File: config.mk
export PLATFORM = sky130hd
export DESIGN_NAME = btnis_cell
export DESIGN_NICKNAME = d
export VERILOG_FILES = /design/src/hdl/btnis_pkg.sv /design/src/hdl/btnis_cell.sv
export SDC_FILE = /design/constraint.sdc
export NUM_CORES = 1
export LEC_CHECK = 0
export ABC_AREA = 1
export BUFFER_PORTS_ARGS = -buffer_cell sky130_fd_sc_hd__buf_2
export CAP_MARGIN = 10
export CORE_MARGIN = 1
export CORE_UTILIZATION = 35
export CTS_CLUSTER_DIAMETER = 50
export CTS_CLUSTER_SIZE = 25
export DETAILED_ROUTE_END_ITERATION = 7
export PLACE_DENSITY = 0.69
export SKIP_LAST_GASP = 1
export SYNTH_ARGS = -nofsm -noshare
export SYNTH_HDL_FRONTEND = slang
export SYNTH_SLANG_ARGS = --single-unit
File: constraint.sdc
create_clock -name clk -period 5.3 [get_ports clk]
set_input_delay 0.53 -clock clk [delete_from_list [all_inputs] [get_ports clk]]
set_output_delay 0.53 -clock clk [all_outputs]
set_load 0.02 [all_outputs]
File: src/hdl/btnis_pkg.sv
`timescale 1ns / 1ps
// ----------------------------------------------------------------------------
// btnis_pkg
// Shared types and constants for the B-tree node insert/split block.
// ----------------------------------------------------------------------------
package btnis_pkg;

    localparam int MAX_ORDER = 16;
    localparam int NCELL     = MAX_ORDER + 1;   // key cells plus one child slot
    localparam int IDX_W     = $clog2(NCELL);
    localparam int KEY_W     = 64;
    localparam int NUM_W     = 31;

    localparam logic [NUM_W-1:0] NONE = {NUM_W{1'b1}};

    localparam logic [2:0] FN_CLEAR    = 3'd0;
    localparam logic [2:0] FN_LOADKEY  = 3'd1;
    localparam logic [2:0] FN_LOADLAST = 3'd2;
    localparam logic [2:0] FN_INSERT   = 3'd3;
    localparam logic [2:0] FN_LOOKUP   = 3'd4;
    localparam logic [2:0] FN_READOUT  = 3'd5;

    localparam logic [2:0] ST_DONE     = 3'd0;
    localparam logic [2:0] ST_DUP      = 3'd1;
    localparam logic [2:0] ST_SPLIT    = 3'd2;
    localparam logic [2:0] ST_FOUND    = 3'd3;
    localparam logic [2:0] ST_NOTFOUND = 3'd4;
    localparam logic [2:0] ST_ENTRY    = 3'd5;
    localparam logic [2:0] ST_REJECT   = 3'd6;

    typedef enum logic [1:0] {
        S_IDLE,
        S_EXEC,
        S_EMIT
    } fsm_t;

    typedef enum logic [1:0] {
        W_SINGLE,
        W_SPLIT,
        W_READ
    } walk_t;

    typedef enum logic [2:0] {
        COP_HOLD,
        COP_LOADKEY,
        COP_LOADLAST,
        COP_INSERT,
        COP_SPLIT
    } cell_op_t;

    typedef struct packed {
        cell_op_t          op;
        logic [KEY_W-1:0]  key;
        logic [NUM_W-1:0]  rec;
        logic [NUM_W-1:0]  lc;
        logic [NUM_W-1:0]  rc;
        logic [IDX_W-1:0]  p;
        logic [IDX_W-1:0]  kc;
        logic [IDX_W-1:0]  cc;
    } cell_cmd_t;

endpackage

File: src/hdl/btnis_cell.sv
`timescale 1ns / 1ps
// ----------------------------------------------------------------------------
// btnis_cell
// One slot of the node: key, record and child, shifting from its left neighbor.
// ----------------------------------------------------------------------------
module btnis_cell
    import btnis_pkg::*;
(
    input  logic              clk,
    input  logic [IDX_W-1:0]  idx,
    input  cell_cmd_t         cmd,
    input  logic [KEY_W-1:0]  left_key,
    input  logic [NUM_W-1:0]  left_rec,
    input  logic [NUM_W-1:0]  left_child,
    output logic [KEY_W-1:0]  key,
    output logic [NUM_W-1:0]  rec,
    output logic [NUM_W-1:0]  child,
    output logic              hit_eq,
    output logic              hit_lt
);

    logic [KEY_W-1:0] key_reg, key_next;
    logic [NUM_W-1:0] rec_reg, rec_next;
    logic [NUM_W-1:0] child_reg, child_next;
    logic [IDX_W:0]   idx_x, p1, kc1, cc_x, pos;
    logic [NUM_W-1:0] own_at, left_at;

    assign key    = key_reg;
    assign rec    = rec_reg;
    assign child  = child_reg;
    assign hit_eq = (idx < cmd.kc) && (key_reg == cmd.key);
    assign hit_lt = (idx < cmd.kc) && (cmd.key < key_reg);

    always_comb
    begin
        idx_x      = {1'b0, idx};
        p1         = {1'b0, cmd.p} + 1'b1;
        kc1        = {1'b0, cmd.kc} + 1'b1;
        cc_x       = {1'b0, cmd.cc};
        pos        = (p1 > cc_x) ? cc_x : p1;
        own_at     = (idx < cmd.cc) ? child_reg : NONE;
        left_at    = (idx_x <= cc_x) ? left_child : NONE;
        key_next   = key_reg;
        rec_next   = rec_reg;
        child_next = child_reg;
        case (cmd.op)
            COP_LOADKEY:
            begin
                if (idx == cmd.kc)
                begin
                    key_next   = cmd.key;
                    rec_next   = cmd.rec;
                    child_next = cmd.lc;
                end
            end
            COP_LOADLAST:
            begin
                if (idx == cmd.kc)
                    child_next = cmd.lc;
            end
            COP_INSERT, COP_SPLIT:
            begin
                if (idx == cmd.p)
                begin
                    key_next = cmd.key;
                    rec_next = cmd.rec;
                end
                else if (idx > cmd.p && idx <= cmd.kc)
                begin
                    key_next = left_key;
                    rec_next = left_rec;
                end
                if (cmd.op == COP_INSERT)
                begin
                    if (cmd.cc == '0)
                    begin
                        if (idx_x == '0)
                            child_next = cmd.lc;
                        else if (idx_x == 1)
                            child_next = cmd.rc;
                    end
                    else if (idx_x == pos)
                        child_next = cmd.rc;
                    else if (idx_x > pos && idx_x <= cc_x)
                        child_next = left_child;
                end
                else
                begin
                    if (idx < cmd.p)
                        child_next = own_at;
                    else if (idx == cmd.p)
                        child_next = cmd.lc;
                    else if (idx_x == p1)
                        child_next = cmd.rc;
                    else if (idx_x <= kc1)
                        child_next = left_at;
                end
            end
            default:
            begin
            end
        endcase
    end

    always_ff @(posedge clk)
    begin
        key_reg   <= key_next;
        rec_reg   <= rec_next;
        child_reg <= child_next;
    end

endmodule
# --- Yosys cells after proc, flatten, opt, wreduce, memory -nomap -nowiden ---
# Cells that the tools add are included.
totals:
  regBits: 126
  inputBits: 307
  out_inout_bits: 128
  wordCells: 67
op_classes:
  addsub: 2
  n_lt_le_gt_ge: 10
  n_eq_ne: 17
  n_mux: 23
  reduce_logical: 12
ops:
  columns: ["cell", "count"]
  rows:
  - ["$mux 31", 16]
  - ["$mux 64", 3]
  - ["$pmux 64 s2", 1]
  - ["$pmux 31 s2", 2]
  - ["$eq 64x64->1", 1]
  - ["$lt 64x64->1", 1]
  - ["$lt 5x5->1", 3]
  - ["$add 5x1->6 const B", 2]
  - ["$eq 5x6->1", 2]
  - ["$eq 5x5->1", 2]
  - ["$le 5x5->1", 2]
  - ["$logic_not 5->1", 2]
  - ["$ne 5x5->1 const B", 2]
  - ["$eq 3x2->1 const B", 2]
  - ["$gt 5x6->1", 1]
  - ["$gt 6x5->1", 1]
  - ["$le 5x6->1", 1]
  - ["$mux 6", 1]
  - ["$ne 6x6->1 const B", 1]
  - ["$reduce_and 6->1", 1]
  - ["$eq 5x1->1 const B", 1]
  - ["$gt 5x5->1", 1]
  - ["$logic_and 1x1->1", 4]
  - ["$ne 4x4->1 const B", 1]
  - ["other kinds (8)", 10]

# --- Depth between registers and ports, before layout ---
logic_depth:
  ltp_word: 10
  ltp_mapped: 20
  depth_no_buf: 19

# --- Least setup slack after synthesis ---
# No wires, ideal clock.
synth_timing:
  kind: "input-to-reg"
  startpoint: "in cmd[10] (netlist bit)"
  endpoint: "reg child_reg[0] (netlist: child[0]) (enable)"
  setup_time_ns: 0.458
  t_arrival_ns: 5.049
  required_time_ns: 4.842
  slack_ns: -0.207
  cell_stages: 17
  path_cell_list: "ha_1 inv_1 nand2_2 nand2_1 inv_1 ha_1 o21a_1 o211ai_1 nand2_1 a21boi_1 o21ai_0 ha_1 nand3_1 nor2_2 or2_2 o211ai_1 nor3_1"
synth_via:
  elab_chain_cells: 7
  word_cells_on_any_way: 13
  classes_between: "add/sub (1); order compare (3); eq/ne (6); mux (1); reduce/logical (2)"
synth_lines:
  columns: ["item", "line_no", "rtl"]
  rows:
  - ["start: declaration", "btnis_cell.sv:11", "input cell_cmd_t cmd,"]
  - ["$add 5x1->6", "btnis_cell.sv:37", "p1 = {1'b0, cmd.p} + 1'b1;"]
  - ["$gt 6x5->1", "btnis_cell.sv:40", "pos = (p1 > cc_x) ? cc_x : p1;"]
  - ["$mux 6", "btnis_cell.sv:40", null]
  - ["$gt 5x6->1", "btnis_cell.sv:84", "else if (idx_x > pos && idx_x <= cc_x)"]
  - ["$logic_and 1x1->1", "btnis_cell.sv:84", null]
  - ["$ne 5x5->1 (no source line)", null, null]
  - ["$reduce_and 6->1 (no source line) (*)", null, null]
  - ["end signal: assignment", "btnis_cell.sv:109", "child_reg <= child_next;"]
  - ["end: declaration", "btnis_cell.sv:24", "logic [NUM_W-1:0] child_reg, child_next;"]
# Every way passes the cells marked *; elsewhere a longest branch is shown, timed or not.
# A chain may end at the register's enable or synchronous reset.

# --- Worst setup path in the final report ---
layout_timing:
  startpoint: "in cmd[10] (netlist bit)"
  endpoint: "reg child_reg[22] (netlist: child[22]), data pin"
layout_via:
  elab_chain_cells: 8
  word_cells_on_any_way: 14
  classes_between: "add/sub (1); order compare (2); eq/ne (3); mux (8)"
layout_lines:
  columns: ["item", "line_no", "rtl"]
  rows:
  - ["$add 5x1->6", "btnis_cell.sv:37", null]
  - ["$gt 6x5->1", "btnis_cell.sv:40", null]
  - ["$mux 6", "btnis_cell.sv:40", null]
  - ["$eq 5x6->1", "btnis_cell.sv:82", "else if (idx_x == pos)"]
  - ["$mux 31", "btnis_cell.sv:82", null]
  - ["$mux 31", "btnis_cell.sv:75", "if (cmd.cc == '0)"]
  - ["$mux 31 (*)", "btnis_cell.sv:73", "if (cmd.op == COP_INSERT)"]
  - ["$pmux 31 s2 (*)", "btnis_cell.sv:46", "case (cmd.op)"]
  - ["net child_next[22]", "btnis_cell.sv:24", null]
# The timed path passes the listed nets; every way through them passes the cells marked *.

==> results.py <==
metrics = {
    "routing": {
        "wl_mm": 38.8,
        "first_iter_violations": 736,
        "dr.pass1.iters": 5,
        "dr_total_vias": 11000,
        "detail_route.vias_per_cell": 5.23,
        "wl_per_cell_um": 18.4,
        "ant_nets": 0,
        "route.detailed.drc": 0,
    },
    "critical_path": {
        "crit_path_start_kind": "input pin",
        "critPathRequiredTime_ns": 5.58,
        "arrival_ns": 4.25,
        "crit_path_max_fanout": 62,
        "worstSetupEndpointType": "flop",
        "crit_type": "in2reg",
    },
    "die": {
        "ios": 435,
        "start_util_pct": 35.7,
        "die_x_um": 176,
        "rows": 63,
        "core_mm2": 0.0298,
        "die-area_mm2": 0.0311,
        "die_h_um": 176,
    },
    "final_layout": {
        "postLayoutCellArea_mm2": 0.0137,
        "nFillCells": 2921,
        "final_core_util_pct": 46.1,
        "nets": 2093,
        "layout-drive-gt1-share_pct": 34.7,
        "areaGrowthSynthToFinish_pct": 29.1,
        "fin_cells": 2105,
        "largest_reg_flops": 64,
    },
    "hold_path": {
        "hold_class": "in2reg",
        "min_from": "left_rec[18]",
        "hold_end": "rec[18]$_DFFE_PP_",
        "min_path_cells": 2,
    },
    "synth": {
        "synth.distinct_cells": 40,
        "synthFlopType": "edfxtp_1",
        "seq_area_frac_synth_pct": 35.6,
        "synth_cells": 1285,
        "syn_avg_cell_area_um2": 8.28,
        "ys_ff_latch": 126,
        "netlist_area_mm2": 0.0106,
        "yosys_warnings": 0,
        "synth_nets": 1688,
        "ys_async_sr_fraction_pct": 0,
        "synth_edf_count": 126,
    },
    "grt": {
        "grt_max_degree": 65,
        "antenna_found_initial": 15,
        "grt.overflow.total": 0,
        "track_usage_pct": 24.1,
        "grt_pass1_vias": 10600,
        "grt_pass1_wl_mm": 57.7,
    },
    "job": {
        "cap_violations": 0,
    },
    "clock_tree": {
        "cts-root-buf": "clkbuf_16",
        "clk_pin_slew_ns": 0.08,
        "cts_buffers": 17,
        "cts_num_sinks": 126,
        "ctsResizeCount": 0,
        "h-tree-depth": 4,
        "post_cts_buffers": 0,
        "holdBufCountCts": 0,
        "tritoncts": "yes",
        "clockBufferDepth": 2,
    },
    "timing": {
        "slew_headroom_pct": 23.0,
        "tightest_slew_ns": 1.15,
        "fmax_mhz": 252,
        "hold_slack_ns": 0.397,
        "hold_viol": 0,
        "min_period_over_period_pct": 74.8,
        "setup_viol": 0,
        "slew_violations": 0,
        "rsz0062_at_grt": "false",
        "finalSetupTns_ns": 0,
        "period_needed_ns": 3.96,
    },
    "place": {
        "portBuffers": 434,
        "post-dp-hpwl_mm": 28.3,
        "place_congestion": 0.919,
        "place_inst": 2061,
        "placed_area_mm2": 0.0131,
    },
    "power_and_ir_drop": {
        "powerDensity_mw_per_mm2": 261,
        "vdd_drop_max_mv": 0.185,
        "power_leakage_nw": 7.10,
    },
    "outcome": {
        "status": "completed",
    },
}
==> critical path, stage by stage <==
cell and delay [ns]:
buf_2 0.14, ha_1 0.25, inv_1 0.08, nand2_2 0.06, nand2_1 0.11, inv_1 0.06
ha_1 0.29, o21a_1 0.11, o211ai_1 0.16, nand2_1 0.07, a21boi_1 0.44, o21ai_0 0.20
ha_1 0.33, nand3_1 0.14, nor2_4 0.11, buf_4 0.54, nor2_1 0.12, a211oi_1 0.26
nor2_1 0.08, a21oi_1 0.15
==> synth_stat cells, types with 5 or more instances <==
| library cell | n | area share (%) |
|---|---|---|
| inv_1 | 186 | 6.6 |
| o21ai_0 | 80 | 3.8 |
| nand2_1 | 213 | 7.5 |
| nand4_1 | 45 | 2.6 |
| nand3_1 | 56 | 2.6 |
| a21oi_1 | 134 | 6.3 |
| buf_6 | 8 | 0.85 |
| mux2_4 | 38 | 5.4 |
| nor3_1 | 7 | 0.33 |
| mux2_2 | 56 | 5.9 |
| clkbuf_1 | 31 | 1.1 |
| o211ai_1 | 5 | 0.35 |
| nor2_1 | 116 | 4.1 |
| edfxtp_1 | 126 | 36 |
| ha_1 | 96 | 11 |
| a211oi_1 | 31 | 2.2 |
| buf_2 | 24 | 1.1 |
==> layer usage <==
layer  track usage (%)  up-vias  share of wire, %
li1                  -     5251                 -
met3              6.76       66                10
met4              10.2        6               2.5
met2              41.6      555                49
met1              27.7     5125                38
met5                 0        -             0.095
==> power breakdown <==
part	switching, mW	internal, mW	total (mW)	leakage (nW)
combinational	0.660	0.416	1.08	5.65
clock	0.565	0.672	1.24	0.282
sequential	0.0442	1.23	1.27	1.17
==> how the worst max path moves through the flow <==
stage | from | cells after the start | slack (ns) | to
finish | cmd[10] | 20 | 1.34 | child[22]$_DFFE_PP_
global route | cmd[10] | 20 | 1.01 | child[23]$_DFFE_PP_
CTS | cmd[10] | 20 | 1.39 | child[22]$_DFFE_PP_
detailed placement | cmd[10] | 20 | 0.94 | child[22]$_DFFE_PP_
global placement | cmd[10] | 20 | 1.10 | child[19]$_DFFE_PP_
floorplan | cmd[10] | 17 | 0.74 | child[0]$_DFFE_PP_
==> layout make-up <==
| cell class | count | area [µm²] | share of cell area (%) |
|---|---|---|---|
| clock buffer | 17 | 425 | 3.10 |
| multi-input combinational | 905 | 5830 | 42.4 |
| timing repair buffer | 451 | 2300 | 16.7 |
| tap | 390 | 488 | 3.55 |
| inverter | 189 | 714 | 5.20 |
| antenna | 12 | 30.0 | 0.219 |
| sequential | 126 | 3780 | 27.6 |
| clock inverter | 15 | 166 | 1.21 |
==> cells by family after synthesis <==
| kind of cell | Yosys count | share of synthesized area, % |
|---|---|---|
| AO/OA/AOI/OAI | 265 | 13.7 |
| XOR/XNOR | 2 | 0.165 |
| adder cells (fa/ha/maj) | 96 | 11.3 |
| buffers and inverters | 254 | 9.87 |
| flip-flops | 126 | 35.6 |
| multiplexers | 94 | 11.3 |
| AND/OR/NAND/NOR | 448 | 18.1 |
==> layout by cell type, fill, tap and decap left out, types with 2 or more instances in the layout <==
| cell | Yosys | routed |
|---|---|---|
| nor3_1 | 7 | 6 |
| ha_1 | 96 | 96 |
| nand3_1 | 56 | 56 |
| mux2_4 | 38 | 38 |
| clkbuf_16 | 0 | 17 |
| inv_6 | 0 | 6 |
| nor2_1 | 116 | 116 |
| diode_2 | 0 | 12 |
| inv_1 | 186 | 185 |
| buf_2 | 24 | 434 |
| a21oi_1 | 134 | 134 |
| o21ai_0 | 80 | 80 |
| inv_2 | 2 | 2 |
| nand2_1 | 213 | 212 |
| o211ai_1 | 5 | 5 |
| nand2_2 | 2 | 2 |
| nor3_4 | 1 | 2 |
| inv_4 | 1 | 2 |
| buf_4 | 1 | 17 |
| nor2_4 | 1 | 2 |
| mux2_2 | 56 | 56 |
| o21bai_1 | 4 | 4 |
| nand3b_1 | 2 | 2 |
| a211oi_1 | 31 | 31 |
| o21a_1 | 3 | 3 |
| nand4_1 | 45 | 45 |
| o31ai_1 | 2 | 2 |
| nor4_1 | 2 | 2 |
| inv_8 | 0 | 4 |
| clkinvlp_4 | 0 | 3 |
| edfxtp_1 | 126 | 126 |
==> stage by stage <==
stage / total power, mW / worst slack, ns
finish: 3.59 / 1.34
global route: 3.76 / 1.01
CTS: 3.60 / 1.39
detailed placement: 2.36 / 0.935
global placement: 2.34 / 1.10
floorplan: 1.96 / 0.737
Note: power is estimated with default switching activity, not from simulation.
